<file path="config.mk">
export PLATFORM = sky130hd
export DESIGN_NAME = sgaa_ctrl
export DESIGN_NICKNAME = d
export VERILOG_FILES = /design/src/rtl/core/sgaa_pkg.sv /design/src/rtl/core/sgaa_ctrl.sv
export VERILOG_INCLUDE_DIRS = /design/src /design/src/rtl/core
export SDC_FILE = /design/constraint.sdc
export NUM_CORES = 1
export LEC_CHECK = 0
export BUFFER_PORTS_ARGS = -buffer_cell sky130_fd_sc_hd__buf_2
export CORE_AREA = 4 4 41 43
export DETAILED_ROUTE_END_ITERATION = 6
export DIE_AREA = 0 0 45 47
export SYNTH_ARGS = -nofsm -noshare
export SYNTH_HDL_FRONTEND = slang
export SYNTH_SLANG_ARGS = --single-unit
</file>
<file path="constraint.sdc">
create_clock -name clk -period 3.75 [get_ports clk]
set_input_delay 1.125 -clock clk [delete_from_list [all_inputs] [get_ports clk]]
set_output_delay 1.125 -clock clk [all_outputs]
set_load 0.05 [all_outputs]
</file>
<file path="src/rtl/core/assert_macros.svh">
// Assertion macros used by the accumulator controller.
`ifndef ASSERT_MACROS_SVH
`define ASSERT_MACROS_SVH

// The property must hold at every rising edge outside reset.
`define SGAA_ASSERT(label, prop, msg) \
    label: assert property (@(posedge clk) disable iff (!rst_n) prop) else $error(msg);

// The expression must never be true outside reset.
`define SGAA_NEVER(label, expr, msg) \
    label: assert property (@(posedge clk) disable iff (!rst_n) !(expr)) else $error(msg);

`endif

</file>
<file path="src/rtl/core/sgaa_pkg.sv">
// Types, constants and floating-point helper functions of the accumulator.
package sgaa_pkg;

    localparam int LANES      = 4;
    localparam int LANE_W     = $clog2(LANES);
    localparam int IN_DATA_W  = 144;
    localparam int OUT_DATA_W = LANES * 32;
    localparam int SUM_W      = 51;
    localparam int K_W        = 12;
    localparam int SH_W       = 7;
    localparam int EXP_W      = 10;

    localparam logic CMD_ACC  = 1'b0;
    localparam logic CMD_READ = 1'b1;

    localparam logic [31:0] QNAN = 32'h7FC0_0000;

    typedef struct packed {
        logic [LANES-1:0][15:0] weight;
        logic [31:0]            predictor;
        logic [31:0]            scale;
        logic [7:0]             column_group;
        logic [1:0]             batch_index;
        logic                   command;
    } item_t;

    typedef struct packed {
        logic load_item;
        logic clear_wr;
        logic mem_rd;
        logic issue;
        logic mem_wr;
        logic load_out;
    } cmd_t;

    typedef struct packed {
        logic is_read;
        logic skip;
        logic clear_last;
        logic issue_last;
        logic add_done;
        logic out_busy;
    } stat_t;

    typedef struct packed {
        logic [EXP_W-1:0] er;
        logic [SH_W-1:0]  sh;
    } norm_plan_t;

    typedef struct packed {
        logic [23:0] kept;
        logic        guard;
        logic        sticky;
    } norm_bits_t;

    function automatic logic f32_is_nan(input logic [31:0] b);
        return (b[30:23] == 8'hFF) && (b[22:0] != 23'd0);
    endfunction

    // Position of the most significant set bit.
    function automatic logic [5:0] msb_pos(input logic [SUM_W-1:0] v);
        logic [5:0] p;
        p = '0;
        for (int i = 0; i < SUM_W; i++) begin
            if (v[i])
            begin
                p = 6'(i);
            end
        end
        return p;
    endfunction

    // The value is v * 2^k; picks the result exponent and the alignment shift.
    function automatic norm_plan_t norm_plan(input logic [5:0] p,
                                             input logic signed [K_W-1:0] k);
        logic signed [K_W-1:0] eb;
        logic signed [K_W-1:0] er;
        logic signed [K_W-1:0] sh;
        norm_plan_t            r;
        eb = $signed({6'b0, p}) + k + 12'sd127;
        er = (eb < 12'sd1) ? 12'sd1 : eb;
        sh = er - 12'sd127 - k;
        if (sh > 12'sd75)
        begin
            sh = 12'sd75;
        end
        r.er = er[EXP_W-1:0];
        r.sh = sh[SH_W-1:0];
        return r;
    endfunction

    function automatic norm_bits_t norm_shift(input logic [SUM_W-1:0] v,
                                              input logic [SH_W-1:0] sh);
        logic [SUM_W+23:0] w;
        logic [SUM_W+23:0] f;
        norm_bits_t        r;
        w        = {v, 24'b0};
        f        = w >> sh;
        r.kept   = f[24:1];
        r.guard  = f[0];
        r.sticky = ((f << sh) != w);
        return r;
    endfunction

    // Round to nearest even and pack into an fp32 pattern.
    function automatic logic [31:0] round_pack(input logic sign,
                                               input logic [EXP_W-1:0] er,
                                               input norm_bits_t nb);
        logic             inc;
        logic [24:0]      m;
        logic [EXP_W-1:0] e;
        logic [31:0]      r;
        inc = nb.guard & (nb.sticky | nb.kept[0]);
        m   = {1'b0, nb.kept} + {24'b0, inc};
        if (m[24])
        begin
            e = er + 10'd1;
        end
        else if (m[23])
        begin
            e = er;
        end
        else
        begin
            e = '0;
        end
        if (e >= 10'd255)
        begin
            r = {sign, 8'hFF, 23'b0};
        end
        else
        begin
            r = {sign, e[7:0], m[22:0]};
        end
        return r;
    endfunction

endpackage

</file>
<file path="src/rtl/core/sgaa_ctrl.sv">
// Controller state machine that sequences clearing, reads and accumulate requests.
`include "assert_macros.svh"

module sgaa_ctrl (
    input  logic            clk,
    input  logic            rst_n,
    input  logic            in_valid,
    output logic            in_ready,
    input  sgaa_pkg::stat_t stat,
    output sgaa_pkg::cmd_t  cmd
);
    import sgaa_pkg::*;

    localparam logic [2:0] ST_CLEAR = 3'd0;
    localparam logic [2:0] ST_IDLE  = 3'd1;
    localparam logic [2:0] ST_RD    = 3'd2;
    localparam logic [2:0] ST_DATA  = 3'd3;
    localparam logic [2:0] ST_CALC  = 3'd4;
    localparam logic [2:0] ST_DRAIN = 3'd5;
    localparam logic [2:0] ST_WR    = 3'd6;

    logic [2:0] state_reg, state_next;
    logic       read_reg, read_next;

    always_comb
    begin
        cmd        = '0;
        in_ready   = 1'b0;
        state_next = state_reg;
        read_next  = read_reg;
        unique case (state_reg)
            ST_CLEAR:
            begin
                cmd.clear_wr = 1'b1;
                if (stat.clear_last)
                begin
                    state_next = ST_IDLE;
                end
            end
            ST_IDLE:
            begin
                in_ready = 1'b1;
                if (in_valid)
                begin
                    cmd.load_item = 1'b1;
                    read_next     = stat.is_read;
                    if (!stat.skip)
                    begin
                        state_next = ST_RD;
                    end
                end
            end
            ST_RD:
            begin
                cmd.mem_rd = 1'b1;
                state_next = ST_DATA;
            end
            ST_DATA:
            begin
                if (!read_reg)
                begin
                    state_next = ST_CALC;
                end
                else if (!stat.out_busy)
                begin
                    cmd.load_out = 1'b1;
                    state_next   = ST_IDLE;
                end
            end
            ST_CALC:
            begin
                cmd.issue = 1'b1;
                if (stat.issue_last)
                begin
                    state_next = ST_DRAIN;
                end
            end
            ST_DRAIN:
            begin
                if (stat.add_done)
                begin
                    state_next = ST_WR;
                end
            end
            ST_WR:
            begin
                cmd.mem_wr = 1'b1;
                state_next = ST_IDLE;
            end
            default:
            begin
                state_next = ST_IDLE;
            end
        endcase
    end

    always_ff @(posedge clk or negedge rst_n)
    begin
        if (!rst_n)
        begin
            state_reg <= ST_CLEAR;
            read_reg  <= 1'b0;
        end
        else
        begin
            state_reg <= state_next;
            read_reg  <= read_next;
        end
    end

    `SGAA_ASSERT(a_read_goes_to_mem, (in_valid && in_ready && stat.is_read) |=> (state_reg == ST_RD), "read request did not start a memory read")
    `SGAA_ASSERT(a_add_done_in_drain, stat.add_done |-> (state_reg == ST_DRAIN), "adder finished outside the drain state")
    `SGAA_NEVER(a_write_without_drain, cmd.mem_wr && ($past(state_reg) != ST_DRAIN), "accumulator written without a completed drain")

endmodule

</file>
; ---- After elaboration in Yosys (flattened, before gate mapping)
; Index checks and enable logic that the tools add are counted.
[op_classes]
eq_ne = 12
mux = 18
n_reduce_logical = 3
[op_table]
columns = op, n
row1 = 3-bit two-way mux, 7
row2 = 3-bit case mux with 6 select lines, 1
row3 = 1-bit two-way mux, 10
row4 = "2-bit inequality test, second input constant", 5
row5 = "3-bit equality test, second input constant", 3
row6 = "3-bit by 2-bit equality test with 1-bit output, second input constant", 2
row7 = 6-bit AND reduction, 1
row8 = "3-bit by 1-bit equality test with 1-bit output, second input constant", 1
row9 = 3-bit zero test, 1
row10 = "3-bit inequality test, second input constant", 1
row11 = 2-bit AND reduction, 1
[word_totals]
reg_bits = 4
in_bits = 9
elab_cells = 35

; ---- Longest topological paths before layout
[logic_depth]
ltp_word = 3
mapped_depth = 4
depth_no_buf = 3

; ---- Worst setup path after synthesis
; No wires, ideal clock.
[synth_timing]
path_type = input to output
start = in stat[0] (netlist bit)
end = out cmd[0] (netlist bit)
t_arrival_ns = 2.283
required_time_ns = 2.625
path_slack_ns = 0.342
cell_stages = 1
path_cell_list = nor3b_1
[synth_via]
elab_chain_cells = 3
[synth_rtl]
columns = element, line_no
row1 = start: declaration, sgaa_ctrl.sv:9  ; input sgaa_pkg::stat_t stat,
row2 = 1-bit two-way mux, sgaa_ctrl.sv:64  ; else if (!stat.out_busy)
row3 = 1-bit two-way mux, sgaa_ctrl.sv:60  ; if (!read_reg)
row4 = 1-bit two-way mux, sgaa_ctrl.sv:31  ; unique case (state_reg)
row5 = end: declaration, sgaa_ctrl.sv:10  ; output sgaa_pkg::cmd_t cmd
; No other way between the ends.

==> metrics.txt <==
EDFF count, synth 0; CP Launch Type input pin; Yosys warnings 0; I/O pins 16; CP Buf/Inv Count 2; Largest register FFs 3; max_cap viols 0; Resized cells post-CTS 0; Distinct cells, synth 19; fin crit period 2.83 ns; full die area 0.00212 sq mm; first-pass GRT wire length 1.27 mm; most area-hungry cell type in the Yosys netlist dfrtp_1; setup TNS 0 ns; CTS clk-pin slew, worst paths ~0.04 ns; Total Routed Length 708 microns; mean post-synth cell area ~9.2 sq um; Critical Path Max Stage Delay slightly below 0.3 ns; # Post-CTS Setup Buffers 0; crit-path max FO 2; port buffer count 15; Sw Share 0.540; cell with the most instances after synthesis dfrtp_1; Post-layout nets 57; Post-Syn Nets 40; dpl cells 58; Tcrit/Tclk final 0.754; Avg WL per Cell about 12 microns; Num CTS Buffers 3; CP required 2.62 ns; asr flop ratio synth 1.00; unrepaired setup endpoints after global routing false; CP top delay family buffers and inverters; layout cells sized above 1 0.435; synth top area cells dfrtp_1 35%, nor2b_1 6.6%, nor3b_4 6.6%; via count 275; CTS Hold Bufs 0; Slew Limit Fails 0; Post-Layout Cell Count 61; Cell Area, Synth 287 sq um; Synth top area share 0.349; endpoint type of the worst setup path primary output; Max Buffers Root-to-Sink 2; sequential area share after synthesis 0.349; vias in the first global route 283; Clock Power Share 0.156; clock sinks 4; predominant post-synthesis flop cell dfrtp_1; Critical Path, Cell by Cell buf_2, nor3b_1, buf_2; leakage 0.187 nW; effective utilization at floorplan 0.220; DP Area 359 sq um; drt initial violations 8; Fmax 0.354 GHz; worst skew pair latency 0.24 ns; measured slew at the worst slew-check pin around 0.35 ns; max_slew headroom 0.759; core area 0.00130 sq mm; Int Pwr 0.163 mW; crit path DAT around 1.7 ns; Max VDD drop about 290 uV; largest net degree at the start of global routing 11; Pre-Repair DR Iteration Count 4; setup violators final 0; WHS 0.544 ns; routed vias/inst 4.51; diodes inserted 0; die extent in x 45 microns; number of routed nets with antenna violations 0; Final Hold Viols 0; CTS tree built; Root Driver clkbuf_4; Logic pwr share 0.551; Area Growth Syn to Fin 33.2%; hpwl dp roughly 540 microns; Die Height ~47 microns; status finished clean; drt drc 0; total track usage 0.0903; slowest cell on the critical path buf_2; pwr dens ~900 mW/mm^2; post-route cell area 382 sq um; top post-synthesis cells by count 4 x dfrtp_1, 3 x nor2_1, 3 x nor2b_1, 3 x o22ai_1; flops & latches, synth 4; Congestion Overflow GR 0; Seq pwr share 0.293; initial antenna violation count 0; Worst Hold Class reg -> reg; gpl congestion 0.749; Most common cell on crit path buf_2; Switch Pwr roughly 0.19 mW; H-Tree Level Count 1; Mapped Cells 31; Core Rows 13; classification of the worst setup path in -> out; clock skew between 0.006 and 0.007 ns
[cells by family (layout without fill, tap and decap cells)]
logic type | count (synthesis) | count (layout) | synth area share
buffers and inverters | 4 | 19 | 0.0873
DFF | 4 | 4 | 0.349
and+or+nand+nor | 15 | 15 | 0.345
muxes | 2 | 2 | 0.0742
AOI/OAI and AO/OA | 6 | 6 | 0.144
[stage by stage]
stage | setup WS, ns | util | power (mW)
final | 0.921 | 0.293 | 0.353
after global routing | 0.839 | 0.293 | 0.381
after CTS | 0.931 | 0.293 | 0.359
after detailed placement | 0.935 | 0.276 | 0.301
after global placement | 0.912 | 0.276 | 0.299
after floorplan | 0.342 | - | 0.270
[placed cells by master, fill, tap and decap left out]
| cell type | instances |
|---|---|
| nand3_1 | 1 |
| nor3b_4 | 1 |
| a2111oi_0 | 1 |
| a21boi_0 | 1 |
| nand2_1 | 2 |
| mux2_1 | 1 |
| nand2b_4 | 1 |
| dfrtp_1 | 4 |
| o22ai_1 | 3 |
| nor3b_1 | 1 |
| nor2_1 | 3 |
| buf_2 | 15 |
| nor2b_1 | 3 |
| or3_1 | 1 |
| a31oi_1 | 1 |
| inv_1 | 1 |
| clkbuf_4 | 3 |
| nor3_1 | 2 |
| mux2i_1 | 1 |
[power by group through the flow]
stage                     sequential, mW  combinational, mW  clock (mW)
final                              0.103              0.195      0.0552
after global routing               0.111              0.209      0.0608
after CTS                          0.104              0.197      0.0585
after detailed placement           0.105              0.196           0
after global placement             0.104              0.195           0
after floorplan                   0.0697              0.200           0
[final cells by class]
| class | instances | area (sq um) |
|---|---|---|
| fill | 156 | 920 |
| multi-input combinational | 23 | 161 |
| sequential | 4 | 100 |
| timing repair buffer | 15 | 75.1 |
| clock buffer | 3 | 22.5 |
| tap | 15 | 18.8 |
| inverter | 1 | 3.75 |
[metal layers]
metal / up-vias / track usage / wire length (microns)
li1: 139 / - / -
met1: 119 / 0.101 / 305
met2: 17 / 0.116 / 296
met3: 0 / 0.0536 / 106
met4: 0 / 0.0877 / 0
met5: - / 0 / 0
[path summary, 6_finish.rpt]
check,to,depth (start not counted),slack [ns],start
setup / recovery,cmd[0],3,0.92,stat[0]
hold / removal,state_reg[2],1,0.54,read_reg
setup reg to reg,read_reg,3,2.42,state_reg[1]
hold reg to reg,state_reg[2],1,0.54,read_reg
max in group asynchronous,state_reg[1],1,2.95,rst_n
min in group asynchronous,read_reg,1,0.68,rst_n
Note: power is estimated with default switching activity, not from simulation.
